**src/hw/rtl/cfts_pkg.sv**
```systemverilog
// ----------------------------------------------------------------------------
// cfts_pkg
// Shared widths, register indexes, commands and types of the coarse/fine
// tuning search block.
// ----------------------------------------------------------------------------
package cfts_pkg;

  localparam int DAC_BITS   = 8;
  localparam int TRY_W      = ((DAC_BITS > 8) ? DAC_BITS : 8) + 1;
  localparam int AMP_W      = 8;
  localparam int PH_W       = 8;
  localparam int CS_W       = 8;
  localparam int FS_W       = 7;
  localparam int CFG_IDX_W  = 2;
  localparam int CFG_DATA_W = (DAC_BITS > CS_W) ? DAC_BITS : CS_W;
  localparam int IN_DATA_W  = AMP_W + PH_W;
  localparam int OUT_DATA_W = 2 * DAC_BITS + AMP_W + PH_W;

  localparam logic [CFG_IDX_W-1:0] REG_COARSE_STEP = CFG_IDX_W'(0);
  localparam logic [CFG_IDX_W-1:0] REG_FINE_STEP   = CFG_IDX_W'(1);
  localparam logic [CFG_IDX_W-1:0] REG_DEFAULT_DAC = CFG_IDX_W'(2);

  localparam logic CMD_START   = 1'b0;
  localparam logic CMD_MEASURE = 1'b1;

  localparam logic [CS_W-1:0]     COARSE_STEP_RST = CS_W'(16);
  localparam logic [FS_W-1:0]     FINE_STEP_RST   = FS_W'(4);
  localparam logic [DAC_BITS-1:0] DEFAULT_DAC_RST = DAC_BITS'(1 << (DAC_BITS - 1));

  typedef struct packed {
    logic [CS_W-1:0]     coarse_step;
    logic [FS_W-1:0]     fine_step;
    logic [DAC_BITS-1:0] default_dac;
  } cfts_cfg_t;

  typedef struct packed {
    logic [PH_W-1:0]     best_phase;
    logic [AMP_W-1:0]    best_amplitude;
    logic [DAC_BITS-1:0] dac_b;
    logic [DAC_BITS-1:0] dac_a;
    logic                done_res;
  } cfts_res_t;

endpackage

```
**src/hw/rtl/cfts_cfg_regs.sv**
```systemverilog
// ----------------------------------------------------------------------------
// cfts_cfg_regs
// Configuration register file: coarse step, fine step and default pair value.
// ----------------------------------------------------------------------------
module cfts_cfg_regs (
  input  logic                             clk,
  input  logic                             rst_n,
  input  logic                             cfg_valid,
  input  logic [cfts_pkg::CFG_IDX_W-1:0]   cfg_index,
  input  logic [cfts_pkg::CFG_DATA_W-1:0]  cfg_data,
  output cfts_pkg::cfts_cfg_t              cfg
);
  import cfts_pkg::*;

  cfts_cfg_t cfg_r;

  always_ff @(posedge clk) begin
    if (!rst_n) begin
      cfg_r.coarse_step <= COARSE_STEP_RST;
      cfg_r.fine_step   <= FINE_STEP_RST;
      cfg_r.default_dac <= DEFAULT_DAC_RST;
    end else if (cfg_valid) begin
      case (cfg_index)
        REG_COARSE_STEP: cfg_r.coarse_step <= cfg_data[CS_W-1:0];
        REG_FINE_STEP:   cfg_r.fine_step   <= cfg_data[FS_W-1:0];
        REG_DEFAULT_DAC: cfg_r.default_dac <= cfg_data[DAC_BITS-1:0];
        default: ;
      endcase
    end
  end

  assign cfg = cfg_r;

endmodule

```
**src/hw/rtl/cfts_search.sv**
```systemverilog
// ----------------------------------------------------------------------------
// cfts_search
// Search state and next-pair logic: coarse grid, fine window, best tracking.
// ----------------------------------------------------------------------------
module cfts_search (
  input  logic                          clk,
  input  logic                          rst_n,
  input  logic                          fire,
  input  logic                          cmd,
  input  logic [cfts_pkg::AMP_W-1:0]    amplitude,
  input  logic [cfts_pkg::PH_W-1:0]     phase,
  input  cfts_pkg::cfts_cfg_t           cfg,
  output cfts_pkg::cfts_res_t           res
);
  import cfts_pkg::*;

  typedef enum logic [1:0] {MODE_IDLE, MODE_COARSE, MODE_FINE} mode_t;

  localparam logic [TRY_W-1:0] DAC_MAX = TRY_W'((1 << DAC_BITS) - 1);

  mode_t               mode_r, mode_nxt;
  logic [TRY_W-1:0]    try_a_r, try_a_nxt, try_b_r, try_b_nxt;
  logic [DAC_BITS-1:0] best_a_r, best_a_nxt, best_b_r, best_b_nxt;
  logic [AMP_W-1:0]    top_amp_r, top_amp_nxt;
  logic [PH_W-1:0]     top_ph_r, top_ph_nxt;
  logic [DAC_BITS-1:0] win_a_end_r, win_a_end_nxt;
  logic [DAC_BITS-1:0] win_b_start_r, win_b_start_nxt;
  logic [DAC_BITS-1:0] win_b_end_r, win_b_end_nxt;

  logic [CS_W-1:0]     cs;
  logic [FS_W-1:0]     fs;
  logic [TRY_W-1:0]    cs_ext, fs_ext;
  logic                rec;
  logic [DAC_BITS-1:0] rb_a, rb_b;
  logic [AMP_W-1:0]    r_amp;
  logic [PH_W-1:0]     r_ph;
  logic [TRY_W-1:0]    lo_a, lo_b, hi_a_sum, hi_b_sum, hi_a, hi_b;
  logic [TRY_W-1:0]    a_sum, b_sum;

  always_comb begin
    cs     = (cfg.coarse_step == '0) ? CS_W'(1) : cfg.coarse_step;
    fs     = (cfg.fine_step == '0) ? FS_W'(1) : cfg.fine_step;
    cs_ext = TRY_W'(cs);
    fs_ext = TRY_W'(fs);

    // best after this measurement, strictly greater wins
    rec   = amplitude > top_amp_r;
    rb_a  = rec ? try_a_r[DAC_BITS-1:0] : best_a_r;
    rb_b  = rec ? try_b_r[DAC_BITS-1:0] : best_b_r;
    r_amp = rec ? amplitude : top_amp_r;
    r_ph  = rec ? phase : top_ph_r;

    // fine window around the best, clamped
    lo_a     = (TRY_W'(rb_a) > cs_ext) ? TRY_W'(rb_a) - cs_ext : '0;
    lo_b     = (TRY_W'(rb_b) > cs_ext) ? TRY_W'(rb_b) - cs_ext : '0;
    hi_a_sum = TRY_W'(rb_a) + cs_ext;
    hi_b_sum = TRY_W'(rb_b) + cs_ext;
    hi_a     = (hi_a_sum > DAC_MAX) ? DAC_MAX : hi_a_sum;
    hi_b     = (hi_b_sum > DAC_MAX) ? DAC_MAX : hi_b_sum;

    a_sum = try_a_r;
    b_sum = try_b_r;

    mode_nxt        = mode_r;
    try_a_nxt       = try_a_r;
    try_b_nxt       = try_b_r;
    best_a_nxt      = best_a_r;
    best_b_nxt      = best_b_r;
    top_amp_nxt     = top_amp_r;
    top_ph_nxt      = top_ph_r;
    win_a_end_nxt   = win_a_end_r;
    win_b_start_nxt = win_b_start_r;
    win_b_end_nxt   = win_b_end_r;

    res.dac_a          = best_a_r;
    res.dac_b          = best_b_r;
    res.done_res       = 1'b1;
    res.best_amplitude = top_amp_r;
    res.best_phase     = top_ph_r;

    if (cmd == CMD_START) begin
      mode_nxt    = MODE_COARSE;
      try_a_nxt   = '0;
      try_b_nxt   = '0;
      best_a_nxt  = cfg.default_dac;
      best_b_nxt  = cfg.default_dac;
      top_amp_nxt = '0;
      top_ph_nxt  = '0;
      res         = '0;
    end else begin
      case (mode_r)
        MODE_COARSE: begin
          best_a_nxt  = rb_a;
          best_b_nxt  = rb_b;
          top_amp_nxt = r_amp;
          top_ph_nxt  = r_ph;
          b_sum       = try_b_r + cs_ext;
          if (b_sum > DAC_MAX) begin
            try_b_nxt = '0;
            a_sum     = try_a_r + cs_ext;
          end else begin
            try_b_nxt = b_sum;
          end
          if (a_sum > DAC_MAX) begin
            try_a_nxt       = lo_a;
            try_b_nxt       = lo_b;
            win_a_end_nxt   = hi_a[DAC_BITS-1:0];
            win_b_start_nxt = lo_b[DAC_BITS-1:0];
            win_b_end_nxt   = hi_b[DAC_BITS-1:0];
            mode_nxt        = MODE_FINE;
          end else begin
            try_a_nxt = a_sum;
          end
          res.dac_a          = try_a_nxt[DAC_BITS-1:0];
          res.dac_b          = try_b_nxt[DAC_BITS-1:0];
          res.done_res       = 1'b0;
          res.best_amplitude = r_amp;
          res.best_phase     = r_ph;
        end
        MODE_FINE: begin
          best_a_nxt  = rb_a;
          best_b_nxt  = rb_b;
          top_amp_nxt = r_amp;
          top_ph_nxt  = r_ph;
          b_sum       = try_b_r + fs_ext;
          if (b_sum > TRY_W'(win_b_end_r)) begin
            try_b_nxt = TRY_W'(win_b_start_r);
            a_sum     = try_a_r + fs_ext;
          end else begin
            try_b_nxt = b_sum;
          end
          try_a_nxt          = a_sum;
          res.best_amplitude = r_amp;
          res.best_phase     = r_ph;
          if (a_sum > TRY_W'(win_a_end_r)) begin
            mode_nxt     = MODE_IDLE;
            res.dac_a    = rb_a;
            res.dac_b    = rb_b;
            res.done_res = 1'b1;
          end else begin
            res.dac_a    = try_a_nxt[DAC_BITS-1:0];
            res.dac_b    = try_b_nxt[DAC_BITS-1:0];
            res.done_res = 1'b0;
          end
        end
        default: mode_nxt = MODE_IDLE;
      endcase
    end
  end

  always_ff @(posedge clk) begin
    if (!rst_n) begin
      mode_r        <= MODE_IDLE;
      try_a_r       <= '0;
      try_b_r       <= '0;
      best_a_r      <= DEFAULT_DAC_RST;
      best_b_r      <= DEFAULT_DAC_RST;
      top_amp_r     <= '0;
      top_ph_r      <= '0;
      win_a_end_r   <= '0;
      win_b_start_r <= '0;
      win_b_end_r   <= '0;
    end else if (fire) begin
      mode_r        <= mode_nxt;
      try_a_r       <= try_a_nxt;
      try_b_r       <= try_b_nxt;
      best_a_r      <= best_a_nxt;
      best_b_r      <= best_b_nxt;
      top_amp_r     <= top_amp_nxt;
      top_ph_r      <= top_ph_nxt;
      win_a_end_r   <= win_a_end_nxt;
      win_b_start_r <= win_b_start_nxt;
      win_b_end_r   <= win_b_end_nxt;
    end
  end

endmodule

```
**src/hw/rtl/coarse_fine_tuning_search.sv**
```systemverilog
// ----------------------------------------------------------------------------
// coarse_fine_tuning_search
// Coarse/fine grid search sequencer for a pair of tuning DAC values.
// ----------------------------------------------------------------------------
// Send a start beat (tuser 0) to get the first pair, then one measurement
// beat (tuser 1) per pair applied; each beat returns exactly one result beat
// with the next pair, or the best pair with done set once the fine window is
// exhausted. The block takes one beat per clock: an input register feeds the
// search state update, whose result lands in the output register, so each
// input beat passes through the input register and then the output register,
// and the input stalls only when both registers are full and the output is
// not being read.
// Configuration writes are accepted in any cycle; cfg_ready is always high.
module coarse_fine_tuning_search (
  input  logic                             clk,
  input  logic                             rst_n,
  input  logic                             in_tvalid,
  output logic                             in_tready,
  input  logic [cfts_pkg::IN_DATA_W-1:0]   in_tdata,   // amplitude, phase
  input  logic                             in_tuser,   // cmd
  output logic                             out_tvalid,
  input  logic                             out_tready,
  output logic [cfts_pkg::OUT_DATA_W-1:0]  out_tdata,  // dac_a, dac_b, best_amplitude, best_phase
  output logic                             out_tuser,  // done_res
  input  logic                             cfg_valid,
  output logic                             cfg_ready,
  input  logic [cfts_pkg::CFG_IDX_W-1:0]   cfg_index,
  input  logic [cfts_pkg::CFG_DATA_W-1:0]  cfg_data
);
  import cfts_pkg::*;

  cfts_cfg_t        cfg;
  cfts_res_t        res;
  logic             in_valid_r;
  logic             in_cmd_r;
  logic [AMP_W-1:0] in_amp_r;
  logic [PH_W-1:0]  in_ph_r;
  logic             out_valid_r;
  cfts_res_t        out_res_r;
  logic             advance;

  assign advance   = in_valid_r && (!out_valid_r || out_tready);
  assign in_tready = !in_valid_r || advance;
  assign cfg_ready = 1'b1;

  cfts_cfg_regs u_cfg (
    .clk       (clk),
    .rst_n     (rst_n),
    .cfg_valid (cfg_valid),
    .cfg_index (cfg_index),
    .cfg_data  (cfg_data),
    .cfg       (cfg)
  );

  cfts_search u_search (
    .clk       (clk),
    .rst_n     (rst_n),
    .fire      (advance),
    .cmd       (in_cmd_r),
    .amplitude (in_amp_r),
    .phase     (in_ph_r),
    .cfg       (cfg),
    .res       (res)
  );

  always_ff @(posedge clk) begin
    if (!rst_n) begin
      in_valid_r  <= 1'b0;
      out_valid_r <= 1'b0;
    end else begin
      if (in_tready) begin
        in_valid_r <= in_tvalid;
      end
      if (advance) begin
        out_valid_r <= 1'b1;
      end else if (out_tready) begin
        out_valid_r <= 1'b0;
      end
    end
  end

  always_ff @(posedge clk) begin
    if (in_tready && in_tvalid) begin
      in_cmd_r <= in_tuser;
      in_amp_r <= in_tdata[AMP_W-1:0];
      in_ph_r  <= in_tdata[AMP_W +: PH_W];
    end
    if (advance) begin
      out_res_r <= res;
    end
  end

  assign out_tvalid = out_valid_r;
  assign out_tuser  = out_res_r.done_res;
  assign out_tdata  = {out_res_r.best_phase, out_res_r.best_amplitude,
                       out_res_r.dac_b, out_res_r.dac_a};

endmodule

```
**config.mk**
```make
export PLATFORM = sky130hd
export DESIGN_NAME = coarse_fine_tuning_search
export DESIGN_NICKNAME = d
export VERILOG_FILES = /design/src/hw/rtl/cfts_pkg.sv /design/src/hw/rtl/cfts_cfg_regs.sv /design/src/hw/rtl/cfts_search.sv /design/src/hw/rtl/coarse_fine_tuning_search.sv
export SDC_FILE = /design/constraint.sdc
export NUM_CORES = 1
export LEC_CHECK = 0
export BUFFER_PORTS_ARGS = -buffer_cell sky130_fd_sc_hd__buf_2
export CAP_MARGIN = 20
export CORE_AREA = 2 2 150 152
export DETAILED_ROUTE_END_ITERATION = 7
export DIE_AREA = 0 0 152 154
export PLACE_DENSITY = 0.69
export SLEW_MARGIN = 30
export SYNTH_ARGS = -nofsm -noshare
export SYNTH_HDL_FRONTEND = slang
export SYNTH_SLANG_ARGS = --single-unit
```
**constraint.sdc**
```tcl
create_clock -name clk -period 5.5 [get_ports clk]
set_input_delay 0.55 -clock clk [delete_from_list [all_inputs] [get_ports clk]]
set_output_delay 0.55 -clock clk [all_outputs]
set_load 0.02 [all_outputs]
```
# Yosys cells after proc, flatten, opt, wreduce, memory -nomap -nowiden
# Cells that the tools add are included.
word_totals:
  register_bits: 151
  out_inout_bits: 36
  wordCells: 106
  latch_bits: 0
  memories: 0
  in_bits: 32
  romBits: 0
  mem_bits_rw: 0
op_classes:
  addsub: 8
  mux: 40
  n_eq_ne: 8
  shifts: 0
  bitwise_logic: 0
  n_reduce_logical: 18
  multipliers: 0
  n_lt_le_gt_ge: 9
  div_mod_pow: 0
op_table:
  columns: ["op", "count"]
  rows:
  - ["9-bit two-way mux", 14]
  - ["8-bit two-way mux", 15]
  - ["33-bit case mux with 2 select lines", 1]
  - ["9-bit by 8-bit greater-than comparator with 1-bit output (second input constant)", 4]
  - ["9-bit case mux with 2 select lines", 2]
  - ["8-bit greater-than comparator", 3]
  - ["8-bit by 8-bit adder with 9-bit output", 2]
  - ["9-bit by 7-bit adder with 9-bit output", 2]
  - ["9-bit by 8-bit adder with 9-bit output", 2]
  - ["9-bit by 8-bit greater-than comparator with 1-bit output", 2]
  - ["8-bit by 8-bit subtractor with 9-bit output", 2]
  - ["17-bit two-way mux", 1]
  - ["2-bit AND reduction", 5]
  - ["8-bit zero test", 1]
  - ["7-bit zero test", 1]
  - ["7-bit two-way mux", 1]
  - ["2-bit two-way mux", 3]
  - ["3-bit by 2-bit != test with 1-bit output (second input constant)", 2]
  - ["2-bit by 1-bit == test with 1-bit output (second input constant)", 2]
  - ["2-bit == test (second input constant)", 2]
  - ["2-bit case mux with 2 select lines", 1]
  - ["4-bit AND reduction", 1]
  - ["3-bit by 1-bit != test with 1-bit output (second input constant)", 1]
  - ["3-bit AND reduction", 1]
  - ["other kinds (8)", 12]

# Logic depth before layout (Yosys ltp)
# Gate-level depths: netlist of the first run.
logic_depth:
  ltp_word: 11
  depth_mapped: 29
  mapped_depth_nobuf: 25

# By module
# From an unflattened synthesis of the first run, not the netlist that was laid out.
unflattened:
  hier_cells: 1125
  hier_area_um2: 10107.2
by_module_without_submodules:
  columns: ["module", "seq_area_each_um2", "instances", "area_per_inst_um2", "cells_each"]
  rows:
  - ["cfts_search", 1521.5, 1, 7591.0, 975]
  - ["coarse_fine_tuning_search", 1541.5, 1, 1616.6, 61]
  - ["cfts_cfg_regs", 460.4, 1, 899.6, 89]

# Worst setup path before layout of the first run
# Ideal clock, no wire load.
synth_path:
  path_kind: "reg2reg"
  startpoint: "reg u_cfg.cfg_r (netlist bit u_cfg.cfg[9])"
  endpoint: "reg out_res_r (netlist bit out_tdata[12]) (data pin)"
  slack_ps: -3
  required_ps: 5342
  path_buffers: 4
  t_arrival_ps: 5345
  setup_ps: 158
  period_less_slack_ps: 5503
  stages_incl_launch_ff: 29
  cell_sequence: "dfxtp_1 buf_6 nor4_1 a21o_1 ha_1 maj3_2 a2111o_1 a31o_1 a21oi_2 xnor2_1 ha_1 nand4_1 or2_2 o211ai_1 nand3_1 buf_2 buf_4 mux2i_1 inv_1 ha_1 nor2b_1 o21a_1 o21ai_0 a21oi_1 o31ai_1 nand2_4 buf_12 mux2_4 o221ai_2"
synth_via:
  elab_chain_cells: 10
  elab_cells_between_ends: 12
  cone_classes: "2 x add/sub; 2 x order compare; 7 x mux; 1 x reduce/logical"
synth_rtl:
  columns: ["item", "line", "source"]
  rows:
  - ["from (decl)", "cfts_cfg_regs.sv:15", "cfts_cfg_t cfg_r;"]
  - ["7-bit zero test", "cfts_search.sv:42", "fs = (cfg.fine_step == '0) ? FS_W'(1) : cfg.fine_step;"]
  - ["7-bit two-way mux (*)", "cfts_search.sv:42", null]
  - ["9-bit by 7-bit adder with 9-bit output", "cfts_search.sv:125", "b_sum = try_b_r + fs_ext;"]
  - ["9-bit by 8-bit greater-than comparator with 1-bit output", "cfts_search.sv:126", "if (b_sum > TRY_W'(win_b_end_r)) begin"]
  - ["9-bit two-way mux", "cfts_search.sv:126", null]
  - ["9-bit two-way mux", "cfts_search.sv:91", "case (mode_r)"]
  - ["9-bit two-way mux", "cfts_search.sv:81", "if (cmd == CMD_START) begin"]
  - ["9-bit by 8-bit greater-than comparator with 1-bit output", "cfts_search.sv:135", "if (a_sum > TRY_W'(win_a_end_r)) begin"]
  - ["17-bit two-way mux (*)", "cfts_search.sv:135", null]
  - ["33-bit case mux with 2 select lines (*)", "cfts_search.sv:91", null]
  - ["to (signal assigned)", "coarse_fine_tuning_search.sv:89", "out_res_r <= res;"]
  - ["to (decl)", "coarse_fine_tuning_search.sv:39", "cfts_res_t out_res_r;"]
# Mark *: on every way between the ends. The rest lies on a longest branch, timed or not. The select of a mux whose other input is x is not followed.
# A chain may end at the register's enable or synchronous reset.

# Worst setup path in the final report of the first run
layout_path:
  startpoint: "reg u_cfg.cfg_r (netlist bit u_cfg.cfg[14])"
  endpoint: "reg out_res_r (netlist bit out_tdata[12]) (data pin)"
# The elaborated chain is that of the path after synthesis.

==> results of run 1 <==
## layout make-up
| type | count | area [um^2] |
|---|---|---|
| inverters | 77 | 290 |
| clock inverters | 15 | 180 |
| clock buffers | 17 | 425 |
| fillers | 1913 | 9900 |
| multi-input cells | 766 | 6190 |
| well taps | 280 | 350 |
| flip-flops and latches | 151 | 3530 |
| repair buffers | 127 | 816 |
## placed cells by master, fill, tap and decap left out, types with 13 or more instances in the layout
| master | count |
|---|---|
| buf_2 | 66 |
| mux2i_1 | 59 |
| o21a_1 | 13 |
| nand3_1 | 15 |
| inv_1 | 74 |
| a22oi_1 | 24 |
| a22o_1 | 27 |
| edfxtp_1 | 50 |
| xnor2_1 | 25 |
| ha_1 | 83 |
| xor2_1 | 17 |
| o21ai_0 | 24 |
| nand2_1 | 57 |
| nor2b_1 | 45 |
| buf_4 | 56 |
| dfxtp_1 | 97 |
| a21oi_1 | 68 |
| nor2_1 | 52 |
| clkbuf_16 | 17 |
| o221a_2 | 26 |
## kinds of logic after synthesis
logic type / count (synthesis) / share of synthesized area [%]
AO/OA/AOI/OAI: 305 / 22.9
XOR/XNOR: 45 / 4.04
adder cells (fa/ha/maj): 96 / 12.3
buffers and inverters: 146 / 6.04
flip-flops: 151 / 34.8
multiplexers: 75 / 7.59
other: 1 / 0.0371
AND/OR/NAND/NOR: 243 / 12.3
## cells in the mapped netlist (12+ instances only)
library cell	n	area, um^2
a22oi_1	24	180
a21o_1	12	90.1
o21ai_0	27	135
xnor2_1	26	228
nand3_1	16	80.1
nand2_1	57	214
o21a_1	13	97.6
inv_1	76	285
nor2b_1	46	288
a22o_1	27	236
nor2_1	53	199
xor2_1	17	149
a21oi_1	70	350
edfxtp_1	50	1500
o221a_2	26	293
nand2b_1	12	75.1
clkbuf_1	52	195
mux2i_1	64	641
ha_1	88	1100
dfxtp_1	101	2020
## sequential cells by signal, indices dropped and copies added (netlist names), 8 cells and up
register	count
out_tdata	32
in_amp_r	8
u_search.top_amp_r	8
u_search.best_b_r	8
u_search.try_b_r	9
u_search.win_b_end_r	8
u_search.best_a_r	8
u_cfg.cfg	23
u_search.top_ph_r	8
u_search.win_a_end_r	8
u_search.try_a_r	9
in_ph_r	8
u_search.win_b_start_r	8
## worst min-delay path by stage
stage | endpoint | slack, ns | cells after the start
2_1_floorplan | u_search.win_b_start_r[6] | 0.43 | 2
4_1_cts | in_amp_r[2] | 0.27 | 1
6_report | in_amp_r[2] | 0.28 | 1
3_3_place_gp | u_search.win_b_start_r[6] | 0.44 | 2
3_5_place_dp | u_search.win_b_start_r[5] | 0.46 | 2
5_1_grt | in_amp_r[2] | 0.27 | 1
## metrics by stage
stage               total power, W  setup TNS (ns)  setup WS [ns]
floorplan                  0.00154               0          0.102
global placement           0.00168               0        0.00382
detailed placement         0.00168           -1.45         -0.146
CTS                        0.00287               0         0.0112
global route               0.00300          -0.584        -0.0724
finish                     0.00291               0          0.172
## power by group
part | switching [W] | leakage, nW | internal (W) | total (W)
registers | 0.0000261 | 1.30 | 0.00119 | 0.00121
clock network | 0.000578 | 0.292 | 0.000616 | 0.00119
logic | 0.000298 | 3.52 | 0.000209 | 0.000507
## metal layers
layer	track usage (%)	vias up	share of wire (%)	routed length, um
li1	-	4062	-	-
met1	35.0	4180	42	13000
met2	40.1	399	44	13700
met3	6.48	81	9.7	3010
met4	11.5	0	4.1	1290
met5	0	-	0	0
## worst max-delay path: cells and delay by family (launching register included)
family | cells | cell delay [ns]
AOI/OAI and AO/OA | 10 | 1.95
adders and majority gates | 4 | 1.06
and+or+nand+nor | 5 | 0.70
muxes | 2 | 0.54
buffers and inverters | 3 | 0.46
DFF | 1 | 0.34
xor gates and xnor gates | 1 | 0.09
## repair_timing
item	in CTS	in global routing
pin swaps	7	13
setup endpoints to repair	17	19
gates resized for setup	9	36
setup buffers	1	7
hold endpoints to repair	0	0
gates cloned	1	0
==> reports/metrics.cfg, run 1 <==
[placed_design]
place_congestion=0.953
dp_cells=1392
dp_hpwl_um=22900
numPortBuffers=66
placement.cell_area_um2=10900

[synthesis]
async_reset_ff_share_pct=0
ys_warn_count=0
synth_edf_count=50
ys_seq_area_share_pct=34.8
synth_area_um2=10100
synth_nets=1188
synth-seq-cells=151
synth_cell_types=89
avgSynthCellArea_um2=9.53
synthCells=1062
synthFlopType=dfxtp_1

[sta]
fmax_ghz=0.188
tightest_slew_ns=0.892
final_hold_viol_count=0
setup_viol=0
relSlewSlack_pct=40.3
rsz0062_at_grt=yes
post-route-period-util_pct=96.9
skew_ns=0.0141
holdWs_ns=0.278
slew_viol_final=0
period_minus_slack_ns=5.33

[global_routing]
grt_remaining_overflow=0
first_global_vias=8339
grt_max_degree=87
grt_usage_pct=26.1
grt_pass1_wl_um=47800
antenna_found_initial=0

[finish]
nets=1266
antenna_cells=0
drive_gt1_share_pct=22.0
final_area_um2=11800
fin_cells=1433
fin_util_pct=54.3
syn_to_final_growth_pct=16.5

[min_path]
hp-start=in_tdata[2]
min_path_type=input pin to flop

[route]
vias_per_cell=6.09
wl_per_cell_um=21.7
first_pass_iters=6
first_iter_violations=823
drc=0
drt-total-wl_um=31000
ant_nets=0
vias=8722

[critical_path]
cp-end-kind=flop
path_common_cell=a21oi_2
r2r_cells=25
critPathKind=flop to flop
r2r_end=out_tdata[12]
cpMaxStageDelayCell=a2111o_1
critPathLaunch=u_cfg.cfg[14]
path_max_fanout=8
cp-start-kind=flop
critPathMaxStageDelay_ns=0.39
r2r_slack_ns=0.17
r2r-start=u_cfg.cfg[14]
arrival_ns=5.59
endpoint=out_tdata[12]
required_ns=5.76

[clocking]
clockBufferDepth=2
cts_sinks=151
cts_inserted_buffers=17
clk_latency_ns=0.44
ctsHoldBuffers=0
path_clk_slew_ns=0.08
cts-root-buf=clkbuf_16
cts-htree-levels=4
cts_tree=yes

[power]
p_leak_nw=5.11
vdd_drop_max_mv=0.256
powerDensity_nw_per_um2=247

[flow_run]
cap_violations=0

[floorplan]
die_w_um=152
num_rows=54
start_util_pct=46.6
io_pins=68
die_height_um=154
core_um2=21700
design.die.area_um2=23400

[outcome]
outcome=finished, final reports clean

Note: power is estimated with default switching activity, not from simulation.
==> inputs of run 2 (changes only) <==
--- a/config.mk
+++ b/config.mk
@@ -10,7 +10,8 @@
 export CORE_AREA = 2 2 150 152
 export DETAILED_ROUTE_END_ITERATION = 7
 export DIE_AREA = 0 0 152 154
-export PLACE_DENSITY = 0.69
+export PLACE_DENSITY_LB_ADDON = 0.2
+export SETUP_SLACK_MARGIN = 0.02
 export SLEW_MARGIN = 30
 export SYNTH_ARGS = -nofsm -noshare
 export SYNTH_HDL_FRONTEND = slang
==> run 2 against run 1 <==
Power increased by 2.3%. Combinational power up 3%. Cell count is 0.70% higher. Utilization increased by 0.36 points. Highest routed layer unchanged.
==> reports/metrics.cfg, run 2 (same netlist as run 1, synthesis figures left out) <==
[outcome]
outcome=finished, final reports clean

[sta]
skew_ns=0.0133  ; -0.000855 ns
slew_viol_final=0  ; unchanged
relSlewSlack_pct=43.4  ; +3.1 points
post-route-period-util_pct=96.0  ; -0.93 points
fin_ws_ns=0.223  ; +0.0509 ns
tns_ns=0  ; unchanged
fmax_ghz=0.189  ; +0.96%
holdWs_ns=0.281  ; +0.00286 ns
period_minus_slack_ns=5.28  ; -0.0509 ns
tightest_slew_ns=0.849  ; -0.0422 ns
final_hold_viol_count=0  ; unchanged
setup_viol=0  ; unchanged

[placed_design]
dp_hpwl_um=23700  ; +3.9%
place_congestion=0.962  ; +0.94%
placement.cell_area_um2=11000  ; +0.80%
pre_cts_ws_ns=-0.173  ; -0.0265 ns
numPortBuffers=66  ; unchanged

[critical_path]
required_ns=5.74  ; -0.02 ns
critPathKind=flop to flop
arrival_ns=5.52  ; -0.07 ns
critPathLaunch=u_cfg.cfg[12]
cp-end-kind=flop
cp-start-kind=flop
path_max_fanout=8  ; unchanged
r2r-start=u_cfg.cfg[12]

[global_routing]
grt_remaining_overflow=0  ; unchanged
grt_usage_pct=27.4  ; +1.2 points
grt_pass1_wl_um=49700  ; +3.8%
antenna_found_initial=0  ; unchanged
first_global_vias=8476  ; +1.6%
grt_max_degree=77  ; -11%

[min_path]
hp-start=in_tdata[12]
min_path_type=input pin to flop

[floorplan]
die_height_um=154  ; unchanged
core_um2=21700  ; unchanged
design.die.area_um2=23400  ; unchanged
num_rows=54  ; unchanged
io_pins=68  ; unchanged
die_w_um=152  ; unchanged
start_util_pct=46.6  ; unchanged

[flow_run]
cap_violations=0  ; unchanged

[power]
powerDensity_nw_per_um2=251  ; +1.7%
p_leak_nw=5.18  ; +1.4%
finalPower_w=0.00298  ; +2.3%
vdd_drop_max_mv=0.216  ; -16%

[finish]
nets=1276  ; +0.79%
final_common_cell=dfxtp_1
layout_common_cells=dfxtp_1, ha_1, inv_1, a21oi_1, buf_4
largest_reg_flops=32  ; unchanged
antenna_cells=0  ; unchanged
syn_to_final_growth_pct=17.2
drive_gt1_share_pct=22.2  ; +0.15 points
final_area_um2=11900  ; +0.66%

[route]
vias_per_cell=6.05  ; -0.56%
vias=8734  ; +0.14%
first_pass_iters=5  ; -1
ant_nets=0  ; unchanged
first_iter_violations=851  ; +3.4%
wl_per_cell_um=22.2  ; +2.5%
drt-total-wl_um=32000  ; +3.2%
drc=0  ; unchanged

[clocking]
cts-htree-levels=4  ; unchanged
path_clk_slew_ns=0.08  ; about the same
cts_tree=yes
cts_sinks=151  ; unchanged
clk_latency_ns=0.44  ; about the same
clockBufferDepth=2  ; unchanged
cts_inserted_buffers=17  ; unchanged
cts-root-buf=clkbuf_16

==> run 2: through the flow <==
stage	std cells	util, %
floorplan	1062	-
global placement	1403	50.7
CTS	1439	54.0
finish	1443	54.7
detailed placement	1403	50.7
global route	1443	54.7
==> run 2: metal layers <==
layer  track usage (%)  vias to the layer above  share of wire, %
met5                 0                        -                 0
met4              8.99                        0               2.6
met3              4.68                       56               8.2
met2              40.8                      383                43
met1              40.2                     4219                46
li1                  -                     4076                 -
==> run 2: what timing repair did <==
| action | in CTS | in global routing |
|---|---|---|
| setup buffers | 3 | 4 |
| cloned | 1 | 0 |
| hold endpoints to repair | 0 | 0 |
| hold buffers | 0 | 0 |
| pin swaps | 5 | 18 |
| gates resized for setup | 11 | 30 |
| endpoints found under the setup margin | 16 | 18 |
==> run 2: report_power, final <==
| group | total [W] | switching, W | internal [W] |
|---|---|---|---|
| sequential | 0.00121 | 0.0000259 | 0.00118 |
| combinational | 0.000523 | 0.000304 | 0.000219 |
| clock | 0.00125 | 0.000585 | 0.000662 |
==> run 2: layout make-up <==
type / count / area [um^2]
clock buffer: 17 / 425
clock inverter: 15 / 206
fill: 1969 / 9830
inverter: 77 / 289
multi-input combinational: 766 / 6170
sequential: 151 / 3530
tap: 280 / 350
timing repair buffer: 137 / 887
==> run 2: worst max-delay path: stages (launching register included) <==
cell      delay [ns]
dfxtp_2         0.34
nor2_2          0.04
a21o_1          0.21
ha_2            0.19
maj3_2          0.30
a2111o_1        0.39
a31o_1          0.24
a21oi_2         0.16
xnor2_2         0.10
ha_1            0.33
nand4_1         0.08
or2_4           0.25
o211ai_1        0.10
buf_4           0.17
nand3_4         0.11
mux2i_4         0.24
inv_2           0.11
ha_4            0.20
nor2b_4         0.12
o21a_1          0.19
o21ai_2         0.16
a21oi_2         0.09
o31ai_4         0.21
buf_6           0.15
nand2_8         0.10
mux2_4          0.34
o221ai_1        0.17
==> run 2: worst paths after layout <==
| kind | end | slack (ns) | depth (start not counted) |
|---|---|---|---|
| setup reg to reg | out_tdata[11] | 0.22 | 26 |
| hold reg to reg | u_search.win_b_start_r[4] | 0.46 | 2 |
| hold / removal | in_ph_r[4] | 0.28 | 1 |
| setup / recovery | out_tdata[11] | 0.22 | 26 |
